--- src/sv/dtps_pkg.sv ---
// ----------------------------------------------------------------------------
// dtps_pkg
// shared types, constants and helpers for the drum trigger peak scanner
// ----------------------------------------------------------------------------
package dtps_pkg;

  localparam int unsigned CHANNELS  = 5;
  localparam int unsigned CH_W      = 3;
  localparam int unsigned SAMPLE_W  = 10;
  localparam int unsigned WINDOW_W  = 16;
  localparam int unsigned VEL_W     = 7;
  localparam int unsigned ADDR_W    = 5;
  localparam int unsigned DATA_W    = 32;

  localparam logic [SAMPLE_W-1:0] VELOCITY_MAX  = SAMPLE_W'(127);
  localparam logic [WINDOW_W-1:0] WINDOW_RESET  = WINDOW_W'(120);

  // register map, index = paddr / 4
  typedef enum logic [2:0] {
    REG_WINDOW = 3'd0,
    REG_THR0   = 3'd1,
    REG_THR1   = 3'd2,
    REG_THR2   = 3'd3,
    REG_THR3   = 3'd4,
    REG_THR4   = 3'd5
  } reg_idx_t;

  typedef struct packed {
    logic [WINDOW_W-1:0]                window_length;
    logic [CHANNELS-1:0][SAMPLE_W-1:0]  threshold;
  } cfg_t;

  typedef struct packed {
    logic                note_valid;
    logic [CH_W-1:0]     note_number;
    logic [VEL_W-1:0]    velocity;
    logic [CH_W-1:0]     next_channel;
  } note_t;

  function automatic logic [CH_W-1:0] adv_channel(input logic [CH_W-1:0] ch);
    logic [CH_W-1:0] nxt;
    if (ch >= CH_W'(CHANNELS - 1)) begin
      nxt = '0;
    end else begin
      nxt = ch + CH_W'(1);
    end
    return nxt;
  endfunction

  function automatic logic [SAMPLE_W-1:0] thr_reset(input int unsigned ch);
    logic [SAMPLE_W-1:0] v;
    unique case (ch)
      0:       v = SAMPLE_W'(10);
      1:       v = SAMPLE_W'(10);
      2:       v = SAMPLE_W'(20);
      3:       v = SAMPLE_W'(32);
      default: v = SAMPLE_W'(20);
    endcase
    return v;
  endfunction

endpackage

--- src/sv/dtps_regs.sv ---
// ----------------------------------------------------------------------------
// dtps_regs
// apb register file: window length and per-channel trigger thresholds
// ----------------------------------------------------------------------------
module dtps_regs
  import dtps_pkg::*;
(
  input  logic              clk,
  input  logic              rst,
  input  logic              psel,
  input  logic              penable,
  input  logic              pwrite,
  input  logic [ADDR_W-1:0] paddr,
  input  logic [DATA_W-1:0] pwdata,
  output logic [DATA_W-1:0] prdata,
  output logic              pready,
  output cfg_t              cfg
);

  logic     wr_en;
  reg_idx_t idx;

  assign pready = 1'b1;
  assign wr_en  = psel & penable & pwrite;
  assign idx    = reg_idx_t'(paddr[ADDR_W-1:2]);

  always_ff @(posedge clk) begin
    if (rst) begin
      cfg.window_length <= WINDOW_RESET;
      for (int i = 0; i < CHANNELS; i++) begin
        cfg.threshold[i] <= thr_reset(i);
      end
    end else if (wr_en) begin
      unique case (idx)
        REG_WINDOW: cfg.window_length <= pwdata[WINDOW_W-1:0];
        REG_THR0:   cfg.threshold[0]  <= pwdata[SAMPLE_W-1:0];
        REG_THR1:   cfg.threshold[1]  <= pwdata[SAMPLE_W-1:0];
        REG_THR2:   cfg.threshold[2]  <= pwdata[SAMPLE_W-1:0];
        REG_THR3:   cfg.threshold[3]  <= pwdata[SAMPLE_W-1:0];
        REG_THR4:   cfg.threshold[4]  <= pwdata[SAMPLE_W-1:0];
        default: ;
      endcase
    end
  end

  always_comb begin
    prdata = '0;
    unique case (idx)
      REG_WINDOW: prdata = DATA_W'(cfg.window_length);
      REG_THR0:   prdata = DATA_W'(cfg.threshold[0]);
      REG_THR1:   prdata = DATA_W'(cfg.threshold[1]);
      REG_THR2:   prdata = DATA_W'(cfg.threshold[2]);
      REG_THR3:   prdata = DATA_W'(cfg.threshold[3]);
      REG_THR4:   prdata = DATA_W'(cfg.threshold[4]);
      default:    prdata = '0;
    endcase
  end

endmodule

--- src/sv/dtps_core.sv ---
// ----------------------------------------------------------------------------
// dtps_core
// scan state and per-sample trigger, peak and window logic
// ----------------------------------------------------------------------------
module dtps_core
  import dtps_pkg::*;
(
  input  logic                clk,
  input  logic                rst,
  input  logic                push,
  input  logic [SAMPLE_W-1:0] sample,
  input  cfg_t                cfg,
  output note_t               note
);

  logic [CH_W-1:0]     current_channel, current_channel_next;
  logic                in_hit, in_hit_next;
  logic [SAMPLE_W-1:0] peak_value, peak_value_next;
  logic [WINDOW_W-1:0] window_count, window_count_next;
  logic [SAMPLE_W-1:0] thr;

  assign thr = cfg.threshold[current_channel];

  always_comb begin
    current_channel_next = current_channel;
    in_hit_next          = in_hit;
    peak_value_next      = peak_value;
    window_count_next    = window_count;
    note                 = '0;
    if (!in_hit) begin
      if (sample > thr) begin
        peak_value_next   = sample;
        window_count_next = '0;
        in_hit_next       = 1'b1;
      end else begin
        current_channel_next = adv_channel(current_channel);
      end
    end else begin
      if (sample > peak_value) begin
        peak_value_next = sample;
      end
      if (window_count < cfg.window_length) begin
        window_count_next = window_count + WINDOW_W'(1);
      end else begin
        note.note_valid      = 1'b1;
        note.note_number     = current_channel;
        note.velocity        = (peak_value_next > VELOCITY_MAX) ?
                               VELOCITY_MAX[VEL_W-1:0] : peak_value_next[VEL_W-1:0];
        window_count_next    = '0;
        in_hit_next          = 1'b0;
        current_channel_next = adv_channel(current_channel);
      end
    end
    note.next_channel = current_channel_next;
  end

  always_ff @(posedge clk) begin
    if (rst) begin
      current_channel <= '0;
      in_hit          <= 1'b0;
      peak_value      <= '0;
      window_count    <= '0;
    end else if (push) begin
      current_channel <= current_channel_next;
      in_hit          <= in_hit_next;
      peak_value      <= peak_value_next;
      window_count    <= window_count_next;
    end
  end

endmodule

--- src/sv/dtps_outbuf.sv ---
// ----------------------------------------------------------------------------
// dtps_outbuf
// result register with a skid entry, ready toward the input is registered
// ----------------------------------------------------------------------------
module dtps_outbuf
  import dtps_pkg::*;
(
  input  logic  clk,
  input  logic  rst,
  input  logic  in_valid,
  output logic  in_ready,
  input  note_t in_data,
  output logic  out_valid,
  input  logic  out_ready,
  output note_t out_data
);

  logic  skid_valid;
  note_t skid_data;
  logic  push;
  logic  head_free;

  assign in_ready  = ~skid_valid;
  assign push      = in_valid & in_ready;
  assign head_free = ~out_valid | out_ready;

  always_ff @(posedge clk) begin
    if (rst) begin
      out_valid  <= 1'b0;
      skid_valid <= 1'b0;
    end else if (head_free) begin
      if (skid_valid) begin
        out_valid  <= 1'b1;
        skid_valid <= 1'b0;
      end else begin
        out_valid <= push;
      end
    end else if (push) begin
      skid_valid <= 1'b1;
    end
  end

  always_ff @(posedge clk) begin
    if (head_free) begin
      if (skid_valid) begin
        out_data <= skid_data;
      end else if (push) begin
        out_data <= in_data;
      end
    end else if (push) begin
      skid_data <= in_data;
    end
  end

endmodule

--- src/sv/drum_trigger_peak_scanner_unit.sv ---
// ----------------------------------------------------------------------------
// drum_trigger_peak_scanner_unit
// round-robin piezo trigger scanner emitting note-on events with peak velocity
// ----------------------------------------------------------------------------
//  channel  | handshake                   | payload
//  ---------+-----------------------------+----------------------------------
//  sample   | sample_valid / sample_ready | sample[9:0]
//  result   | result_valid / result_ready | note_valid, note_number[2:0],
//           |                             | velocity[6:0], next_channel[2:0]
//  config   | apb psel/penable/pwrite     | paddr[4:0], pwdata, prdata
//
//  one sample per cycle while sample_ready is high: each transfer updates the
//  scan state and registers its result into the output slots at its clock edge
//  every sample transfer yields exactly one result transfer
//  a result register plus one skid entry sit at the output; sample_ready
//  drops only when both are full, so it is a register and falls the cycle
//  after a result stall catches a new sample
//  synchronous reset restores register defaults and idle scan on channel 0
// ----------------------------------------------------------------------------
module drum_trigger_peak_scanner_unit
  import dtps_pkg::*;
(
  input  logic                clk,
  input  logic                rst,
  // sample channel
  input  logic                sample_valid,
  output logic                sample_ready,
  input  logic [SAMPLE_W-1:0] sample,
  // result channel
  output logic                result_valid,
  input  logic                result_ready,
  output logic                note_valid,
  output logic [CH_W-1:0]     note_number,
  output logic [VEL_W-1:0]    velocity,
  output logic [CH_W-1:0]     next_channel,
  // configuration port
  input  logic                psel,
  input  logic                penable,
  input  logic                pwrite,
  input  logic [ADDR_W-1:0]   paddr,
  input  logic [DATA_W-1:0]   pwdata,
  output logic [DATA_W-1:0]   prdata,
  output logic                pready
);

  cfg_t  cfg;
  note_t core_note;
  note_t res;
  logic  push;

  // sample transfer advances the scan state
  assign push = sample_valid & sample_ready;

  // window length and thresholds
  dtps_regs u_regs (
    .clk     (clk),
    .rst     (rst),
    .psel    (psel),
    .penable (penable),
    .pwrite  (pwrite),
    .paddr   (paddr),
    .pwdata  (pwdata),
    .prdata  (prdata),
    .pready  (pready),
    .cfg     (cfg)
  );

  // trigger compare, peak tracking, window count and channel advance
  dtps_core u_core (
    .clk    (clk),
    .rst    (rst),
    .push   (push),
    .sample (sample),
    .cfg    (cfg),
    .note   (core_note)
  );

  // result register with skid entry
  dtps_outbuf u_outbuf (
    .clk       (clk),
    .rst       (rst),
    .in_valid  (sample_valid),
    .in_ready  (sample_ready),
    .in_data   (core_note),
    .out_valid (result_valid),
    .out_ready (result_ready),
    .out_data  (res)
  );

  assign note_valid   = res.note_valid;
  assign note_number  = res.note_number;
  assign velocity     = res.velocity;
  assign next_channel = res.next_channel;

endmodule

--- config.mk ---
export PLATFORM = sky130hd
export DESIGN_NAME = drum_trigger_peak_scanner_unit
export DESIGN_NICKNAME = d
export VERILOG_FILES = /design/src/sv/dtps_pkg.sv /design/src/sv/dtps_regs.sv /design/src/sv/dtps_core.sv /design/src/sv/dtps_outbuf.sv /design/src/sv/drum_trigger_peak_scanner_unit.sv
export SDC_FILE = /design/constraint.sdc
export NUM_CORES = 1
export LEC_CHECK = 0
export ABC_AREA = 1
export BUFFER_PORTS_ARGS = -buffer_cell sky130_fd_sc_hd__buf_2
export CELL_PAD_IN_SITES_DETAIL_PLACEMENT = 1
export CELL_PAD_IN_SITES_GLOBAL_PLACEMENT = 2
export CORE_UTILIZATION = 24
export DETAILED_ROUTE_END_ITERATION = 7
export PLACE_DENSITY_LB_ADDON = 0.1
export SLEW_MARGIN = 40
export SYNTH_ARGS = -nofsm -noshare
export SYNTH_HDL_FRONTEND = slang
export SYNTH_SLANG_ARGS = --single-unit
export TNS_END_PERCENT = 10
--- constraint.sdc ---
create_clock -name clk -period 2.61 [get_ports clk]
set_clock_uncertainty 0.05 [all_clocks]
set_input_delay 0.1305 -clock clk [delete_from_list [all_inputs] [get_ports clk]]
set_output_delay 0.1305 -clock clk [all_outputs]
set_load 0.005 [all_outputs]
==> results of run 1 <==
layer usage:
metal,GRT usage,share of wire
met3,0.0224,0.019
met5,0,0
met4,0.0391,0.0072
met2,0.296,0.48
met1,0.237,0.50
area by class of cell:
class	count	area (um^2)	share of cell area
Clock buffer	18	439	0.0476
Timing Repair Buffer	137	1050	0.114
Tap cell	384	480	0.0521
Sequential cell	126	2810	0.304
Clock inverter	14	118	0.0127
Multi-Input combinational cell	683	3830	0.415
Inverter	132	500	0.0542
metrics by stage:
step                      utilization  hold slack, ps  setup WS [ps]  TNS [ps]  std cells
after floorplan                     -             194           77.7         0        994
after global placement          0.280             373           -133     -2440       1440
after detailed placement        0.280             379           -211     -4760       1440
after CTS                       0.310            3.01          -44.5      -269       1490
after global routing            0.317            15.1           -214     -5460       1494
final                           0.317            15.7           -101      -729       1494
registers in the layout, summed over array words and instances, names as in the netlist:
register	count
u_regs.cfg	66
u_core.window_count	16
u_outbuf.out_data	14
u_outbuf.skid_data	14
u_core.peak_value	10
u_core.current_channel	3
u_core.in_hit	1
u_outbuf.out_valid	1
u_outbuf.skid_valid	1
cell families after synthesis:
kind of cell	after synthesis	synth area share
AO/OA/AOI/OAI	231	0.178
XOR/XNOR	1	0.00122
adder cells (fa/ha/maj)	37	0.0645
buffers and inverters	185	0.112
flip-flops	126	0.391
other	2	0.00105
AND/OR/NAND/NOR	397	0.252
worst max path at each step:
stage	from	end	slack (ps)	cells past startpoint
after global placement	u_core.current_channel[1]	u_core.peak_value[8]	-130	19
final	u_core.current_channel[0]	u_core.peak_value[5]	-100	17
after floorplan	u_core.current_channel[0]	u_core.window_count[8]	80	17
after CTS	u_core.current_channel[0]	u_core.window_count[12]	-40	17
after global routing	u_core.current_channel[0]	u_core.window_count[10]	-210	18
after detailed placement	u_core.current_channel[1]	u_core.window_count[2]	-210	18
synthesized netlist by cell type, types with 2 or more instances:
master,n
a221oi_1,7
o2111ai_1,4
nand4_1,11
nor3_1,8
nor2_2,5
inv_1,123
buf_1,3
nand2_1,185
buf_2,8
o21ai_1,3
clkbuf_1,20
o22ai_1,10
buf_4,17
buf_6,5
nand3_2,3
a21oi_1,93
o21ai_0,101
and2_1,7
conb_1,2
o221ai_1,3
nor3_2,2
nand3_1,67
nor2_4,5
inv_2,8
dfxtp_1,98
edfxtp_1,28
ha_1,37
nand2_2,6
nor2_1,90
o211ai_1,2
nor3_4,2
a21o_1,2
power by group through the flow:
| stage | logic [uW] | registers (uW) | clock network [uW] |
|---|---|---|---|
| floorplan | 615 | 2130 | 0 |
| global placement | 977 | 2140 | 0 |
| detailed placement | 986 | 2140 | 0 |
| CTS | 1070 | 2100 | 2380 |
| global route | 1280 | 2110 | 2450 |
| finish | 1140 | 2100 | 2300 |
critical path: cells and delay by family, from the launching register on:
family,cells,cell delay (ps)
flip-flops,1,370
AO/OA/AOI/OAI,6,730
buffers and inverters,5,670
AND/OR/NAND/NOR,5,510
adder cells (fa/ha/maj),1,290
repair_timing:
item,in CTS,in global routing
setup buffers,1,2
pin swaps,11,14
hold buffers,16,0
endpoints found under the setup margin,31,36
hold endpoints to repair,19,0
gates resized for setup,44,36
gates cloned,2,2
==> results.toml, run 1 <==
[global_route]
grt_util_all_layers = 0.175
antenna_found_initial = 0
grt_pass1_vias = 6915
grt_pass1_wl_um = 40700
grt_max_degree = 37
grt.overflow.total = 0

[synth]
synthDominantCellAreaShare = 0.273
yosys-top-cells-area = "dfxtp_1 27%, edfxtp_1 12%, nand2_1 9.7%, o21ai_0 7.0%, a21oi_1 6.5%"
synth_top_area_cell = "dfxtp_1"
yosysSeqAreaShare = 0.391
yosysUniqueCellTypes = 46
synthArstFlopShare = 0
synth_cells = 979
ys.warnings.count = 0
synth_top_flop_cell = "dfxtp_1"
synth_seq_cells = 126
synth_edf_count = 28
syn_area_um2 = 7180
syn_avg_cell_area_um2 = 7.33

[critical_path]
slowest_delay_ps = 370
cp.required_ps = 2870
cp.arrival_ps = 2970
reg2reg_from = "u_core.current_channel[0]"
cpMaxStageDelayCell = "dfxtp_4"
r2r_slack_ps = -100
cp_cell_sequence = "buf_12 > buf_16 > o21ai_2 > nand2_1 > o22ai_1 > inv_1 > ha_1 > a21oi_1 > nor2_1 > nor2_1 > nand3_2 > nand2_4 > a21oi_4 > buf_12 > buf_2 > o21ai_0 > a21oi_1"
reg2reg_to = "u_core.peak_value[5]"
crit_type = "reg2reg"
critPathCaptureType = "flop"
start_kind = "flop"
rr_worst_depth = 17
cp_max_fo = 15

[min_path]
hp-class = "in2reg"
whs_path_depth = 3
hold_path_end = "u_regs.cfg[10]"
min_from = "pwdata[0]"

[timing]
relSlewSlack = 0.503
worst_slack_ps = -101
drv_slew = 0
period_share = 1.04
max_freq_ghz = 0.369
setup_viol = 21
worstMarginPinSlew_ps = 745
finalHoldViolations = 0
min_period_ps = 2710
rsz0062_at_grt = "yes"

[clock_network]
cts_sinks = 126
clkLatencyLatePin_ps = 420
cts_inserted_buffers = 17
clockRootBuffer = "clkbuf_16"
cts_buffer_depth = 2
tritoncts = "yes"
cts_htree_levels = 4
clkSlewWorstSetupHoldPaths_ps = 60

[job]
timing.max_cap.violations = 0

[pwr]
combPwrFrac = 0.206
p_switching_uw = 1700
power_leakage_uw = 0.00402
clkPwrFrac = 0.416
powerDensity_nw_per_um2 = 601
power.internal_uw = 3840
ir_drop_v = 0.000386
sw_frac_of_total = 0.307
power_frac_seq = 0.379
power_uw = 5540

[detailed_routing]
vias_per_cell = 4.54
drt_first_pass_iters = 4
remaining_drc_errors = 0
drtAntennaViolNets = 0
vias = 6777
wirelength_um = 26300
wire_per_inst_um = 17.6
drt-initial-drc-count = 322

[floorplan]
ios = 103
die_width_um = 175
dieHeight_um = 175
core_um2 = 29100
row_count = 62
start_util = 0.247
dieArea_um2 = 30600

[layout]
final_common_cell = "nand2_1"
diodes = 0
fillCellCount = 3561
syn_to_final_growth_pct = 28.6
drive_above_1_share = 0.212
design_area_um2 = 9230
final_nets = 1188
mostFrequentLayoutCells = "175 x nand2_1, 118 x inv_1, 96 x dfxtp_1"

[place]
post_dp_cell_area_um2 = 8150
detailed_place_hpwl_um = 19400
gp_congestion = 0.782
io_buffers = 67

[outcome]
status = "finished with violations"
violations = "negative setup slack"
(Power assumes the default switching activity.)
==> run 2: changes to the inputs <==
Settings changed: SYNTH_HIERARCHICAL set to 1.
==> run 2 against run 1 <==
  * Final area is 9.6% higher
  * Utilization decreased by 0.55 points
  * The run still ends with negative setup slack left
  * Cell count increased by 17%
  * Largest cell class unchanged
  * Non-clock buffer count grew 32
  * Global-route usage increased by 0.46 points
  * Worst hold slack gained 11 ps
==> results.toml, run 2 <==
[detailed_routing]
drt-initial-drc-count = 281
drtAntennaViolNets = 0
wirelength_um = 29700
drt_first_pass_iters = 4
vias_per_cell = 4.41
remaining_drc_errors = 0
vias = 7742
wire_per_inst_um = 16.9

[place]
post_dp_cell_area_um2 = 9000
detailed_place_hpwl_um = 21400
io_buffers = 67
gp_congestion = 0.781
dp.cells = 1697

[timing]
finalHoldViolations = 0
max_freq_ghz = 0.357
drv_slew = 0
worstMarginPinSlew_ps = 753
setup_viol = 35
worst_slack_ps = -194
period_share = 1.07
relSlewSlack = 0.498
rsz0062_at_grt = "yes"
min_period_ps = 2800
timing.setup.tns_ps = -4500
holdWs_ps = 27.1

[critical_path]
crit_top_cell = "buf_12"
critPathTopFamily = "buffers and inverters"
cpMaxStageDelayCell = "dfxtp_4"
start_kind = "flop"
critPathCaptureType = "flop"
cp_max_fo = 10
cp.required_ps = 2880
cp_cell_sequence = "inv_4 > buf_12 > buf_8 > nand2_1 > a221o_1 > o21ai_1 > buf_4 > inv_2 > ha_4 > nand2_4 > nor2_4 > o211ai_1 > nand3_2 > nand2_4 > a21oi_4 > buf_12 > buf_12 > nand2_1 > nor2_1 > nor2_1"
slowest_delay_ps = 360
crit_buf_inv = 7
crit_type = "reg2reg"
cp.arrival_ps = 3070

[clock_network]
cts_sinks = 126
cts_inserted_buffers = 17
clkLatencyLatePin_ps = 440
cts_htree_levels = 4
tritoncts = "yes"
clkSlewWorstSetupHoldPaths_ps = 70
clockRootBuffer = "clkbuf_16"
cts_buffer_depth = 2

[pwr]
combPwrFrac = 0.201
p_switching_uw = 1680
ir_drop_v = 0.000445
clkPwrFrac = 0.435
sw_frac_of_total = 0.291
power_leakage_uw = 0.00463
power_frac_seq = 0.364
power.internal_uw = 4090
powerDensity_nw_per_um2 = 570

[job]
timing.max_cap.violations = 0

[floorplan]
dieArea_um2 = 33600
ios = 103
start_util = 0.243
core_um2 = 32500
row_count = 66
die_width_um = 183
dieHeight_um = 183

[outcome]
violations = "negative setup slack"
status = "finished with violations"

[layout]
seqCellArea_um2 = 2810
drive_above_1_share = 0.193
final_common_cell = "nand2_1"
multi_input_comb_area_um2 = 4340
final_nets = 1391
diodes = 0
instances_no_fill = 1755
syn_to_final_growth_pct = 28.3
fillCellCount = 4073
design_area_um2 = 10100
largest_reg_flops = 66
regMostFlops = "u_regs/cfg"
mostFrequentLayoutCells = "299 x nand2_1, 216 x nor2_1, 114 x inv_1"
biggestRegsByFlops = "u_regs/cfg: 66 flops, u_core/window_count: 16 flops"

[synth]
yosysUniqueCellTypes = 38
synth_seq_cells = 126
synthDominantCellAreaShare = 0.249
ys_top_cells_by_count = "307 x nand2_1, 217 x nor2_1, 119 x inv_1, 103 x nand3_1, 98 x dfxtp_1"
synth_edf_count = 28
ys.warnings.count = 6
synth_cells = 1166
synth.most_common_cell = "nand2_1"
synth_top_area_cell = "dfxtp_1"
synth_top_flop_cell = "dfxtp_1"
yosysSeqAreaShare = 0.355
yosys-top-cells-area = "dfxtp_1 25%, nand2_1 15%, edfxtp_1 11%, nor2_1 10%, nand3_1 6.5%"
syn_avg_cell_area_um2 = 6.76
syn_area_um2 = 7880
synthArstFlopShare = 0

[global_route]
grt_pass1_vias = 7906
grt.overflow.total = 0
grt_util_all_layers = 0.180
grt_pass1_wl_um = 45700
antenna_found_initial = 0
grt_max_degree = 28

[min_path]
hp-class = "in2reg"
==> run 2: final timing paths <==
check	startpoint	end	slack [ps]	cells past startpoint
worst max register to register	u_core/current_channel[0]	u_core/peak_value[3]	-190	20
worst max-delay path	u_core/current_channel[0]	u_core/peak_value[3]	-190	20
worst min register to register	u_regs/cfg[55]	u_regs/cfg[55]	450	2
worst min-delay path	rst	u_core/window_count[14]	30	2
==> run 2: through the flow <==
stage / util / worst slack, ps / total power [uW]
2_1_floorplan: - / 2.61 / 2760
3_3_place_gp: 0.277 / -224 / 3130
3_5_place_dp: 0.277 / -291 / 3140
4_1_cts: 0.304 / -184 / 5750
5_1_grt: 0.312 / -344 / 6060
6_report: 0.312 / -194 / 5770
==> run 2: layout make-up <==
class	count	share of cell area
inverters	124	0.0473
multi-input cells	862	0.429
well taps	442	0.0547
repair buffers	169	0.131
flip-flops and latches	126	0.278
clock inverters	8	0.0101
clock buffers	24	0.0507
==> run 2: kinds of logic after synthesis <==
group,count (synthesis),share of synthesized area
AO/OA/AOI/OAI,105,0.0765
XOR/XNOR,3,0.00333
adder cells (fa/ha/maj),37,0.0587
buffers and inverters,193,0.120
flip-flops,126,0.355
other,2,0.000953
AND/OR/NAND/NOR,700,0.385
==> run 2: worst register-to-register path: stages (launching register included) <==
cell and delay [ps]:
dfxtp_4 360, inv_4 70, buf_12 120, buf_8 100
nand2_1 40, a221o_1 330, o21ai_1 80, buf_4 140
inv_2 40, ha_4 260, nand2_4 50, nor2_4 100
o211ai_1 100, nand3_2 120, nand2_4 80, a21oi_4 150
buf_12 150, buf_12 130, nand2_1 50, nor2_1 100
nor2_1 60
==> run 2: routing by layer <==
layer	wire [um]	GRT usage	up-vias
met5	0	0	-
met2	14400	0.308	109
met4	327	0.0510	0
met1	14200	0.235	3643
met3	700	0.0236	13
li1	-	-	3977
==> run 2: power groups by stage <==
stage / sequential [uW] / clock [uW] / combinational (uW)
after floorplan: 2130 / 0 / 627
after global placement: 2140 / 0 / 991
after detailed placement: 2140 / 0 / 1000
after CTS: 2100 / 2600 / 1060
after global routing: 2110 / 2670 / 1290
final: 2100 / 2510 / 1160
==> run 2: timing repair <==
action / CTS / global route
cloned: 1 / 3
hold endpoints to repair: 22 / 0
setup buffers: 2 / 5
setup endpoints to repair: 36 / 43
hold buffers: 16 / 0
gates resized for setup: 23 / 55
pin swaps: 4 / 18
==> run 3: changes to the inputs <==
Settings changed: CORE_MARGIN set to 2.
==> run 3 against run 2 <==
  * The flow still finishes with violations (negative setup slack)
  * Total power grew 0.32%
  * Clock-buffer cell count is 1 higher
  * Sequential share of layout area shrank 0.42 points
  * Critical endpoint is now u_core/window_count[12]
  * Largest cell class unchanged
  * Largest power group unchanged
  * Highest routed layer unchanged
==> results.toml, run 3 (same netlist as run 2, synthesis figures left out) <==
[outcome]
status = "finished with violations"
violations = "negative setup slack"

[global_route]
grt.overflow.total = 0
grt_util_all_layers = 0.178
grt_pass1_vias = 7831
grt_max_degree = 30
grt_pass1_wl_um = 45700
antenna_found_initial = 0

[min_path]
hp-class = "in2reg"
min_from = "rst"
hold_path_end = "u_core/window_count[12]"
whs_path_depth = 2

[layout]
drive_above_1_share = 0.207
final_common_cell = "nand2_1"
diodes = 0
mostFrequentLayoutCells = "293 x nand2_1, 212 x nor2_1, 113 x inv_1"
final_nets = 1389
biggestRegsByFlops = "u_regs/cfg: 66 flops, u_core/window_count: 16 flops"
regMostFlops = "u_regs/cfg"
largest_reg_flops = 66
syn_to_final_growth_pct = 30.2
instances_no_fill = 1752

[critical_path]
cp.required_ps = 2930
cp_max_fo = 7
cp.arrival_ps = 3160
critPathCaptureType = "flop"
crit_type = "reg2reg"
r2r_slack_ps = -230
reg2reg_from = "u_core/current_channel[0]"
rr_worst_depth = 19
reg2reg_to = "u_core/window_count[12]"
start_kind = "flop"

[clock_network]
clockRootBuffer = "clkbuf_16"
clkSlewWorstSetupHoldPaths_ps = 60
cts_sinks = 126
cts_htree_levels = 4
cts_inserted_buffers = 17
tritoncts = "yes"
cts_buffer_depth = 2
clkLatencyLatePin_ps = 440

[detailed_routing]
top_layer = "met4"
met2_length_um = 14100
drt_first_pass_iters = 4
drt-met1-wl_um = 14300
met3_wirelength_um = 686
vias = 7702
remaining_drc_errors = 0
wirelength_um = 29500
vias_per_cell = 4.40
wire_per_inst_um = 16.8
drt-initial-drc-count = 281
drtAntennaViolNets = 0

[timing]
drv_slew = 0
worstMarginPinSlew_ps = 645
max_freq_ghz = 0.352
finalHoldViolations = 0
rsz0062_at_grt = "yes"
min_period_ps = 2840
relSlewSlack = 0.570
worst_slack_ps = -229
setup_viol = 34
period_share = 1.09

[pwr]
powerDensity_nw_per_um2 = 563
ir_drop_v = 0.000441
combPwrFrac = 0.218
power_leakage_uw = 0.00465
power_frac_seq = 0.363
sw_frac_of_total = 0.293
p_switching_uw = 1700
power.internal_uw = 4090
clkPwrFrac = 0.419

[place]
io_buffers = 67
gp_congestion = 0.778
detailed_place_hpwl_um = 21400
pre_cts_ws_ps = -301
dp.cells = 1690

[floorplan]
dieArea_um2 = 34300
ios = 103
core_um2 = 32500
die_width_um = 185
start_util = 0.243
row_count = 66
dieHeight_um = 185

[job]
timing.max_cap.violations = 0
==> run 3: cell types whose count changed in the layout (fill, tap and decap cells not counted), sizes merged <==
| cell | before | now |
|---|---|---|
| dlygate4sd3 | 16 | 15 |
| clkbuf | 26 | 25 |
| clkinvlp | 2 | 0 |
| clkinv | 5 | 4 |
| inv | 123 | 124 |
| buf | 151 | 152 |
==> run 3: cell type report <==
cell class	count	area, um^2
Timing Repair Buffer	167	1350
Inverter	124	483
Sequential cell	126	2810
Clock inverter	6	81.3
Multi-Input combinational cell	862	4500
Fill cell	4074	22200
Tap cell	442	553
Clock buffer	25	495
==> run 3: timing repair <==
action / CTS / global route
hold buffers: 15 / 0
gates resized for setup: 94 / 15
pin swaps: 36 / 12
hold endpoints to repair: 21 / 0
setup buffers: 8 / 5
gates cloned: 4 / 0
setup endpoints to repair: 36 / 42
==> run 3: worst max path at each step <==
stage / cells after the start / endpoint / startpoint / slack [ps]
5_1_grt: 20 / u_core/window_count[5] / u_core/current_channel[0] / -360
6_report: 19 / u_core/window_count[12] / u_core/current_channel[0] / -230
4_1_cts: 19 / u_core/window_count[9] / u_core/current_channel[0] / -170
3_3_place_gp: 18 / u_core/peak_value[6] / u_core/current_channel[0] / -210
2_1_floorplan: 17 / u_core/peak_value[1] / u_core/current_channel[1] / 3
3_5_place_dp: 18 / u_core/peak_value[2] / u_core/current_channel[0] / -300
==> run 3: critical path, cell delays in order (launching register included) <==
cell	delay, ps
dfxtp_4	360
inv_4	80
buf_6	140
nand2_2	50
a221o_1	320
o21ai_1	100
buf_4	150
inv_4	40
ha_4	270
nand2_4	50
nor2_4	110
o211ai_1	110
nand3_2	120
nand2_4	80
a21oi_4	180
buf_6	170
buf_16	130
buf_4	100
nand3_2	50
a21oi_2	110
==> run 3: power groups by stage <==
stage / Combinational, uW / Sequential [uW] / Clock [uW]
after global placement: 984 / 2140 / 0
after CTS: 1240 / 2100 / 2510
after floorplan: 627 / 2130 / 0
after global routing: 1400 / 2110 / 2590
after detailed placement: 994 / 2140 / 0
final: 1260 / 2100 / 2420
==> run 3: layer usage <==
metal	track usage	up-vias
met5	0	-
met4	0.0448	0
met3	0.0309	16
met2	0.307	96
met1	0.230	3612
li1	-	3978
==> run 3: metrics by stage <==
stage                     power [uW]  area [um^2]  utilization  setup TNS [ps]  hold slack [ps]
final                           5790        10300        0.316           -4920             18.8
after floorplan                 2760         7950            -               0              205
after global routing            6100        10300        0.316          -10380             24.6
after CTS                       5860        10200        0.313           -3810             11.9
after detailed placement        3130         8930        0.275           -8110              339
after global placement          3120         8930        0.275           -5100              332
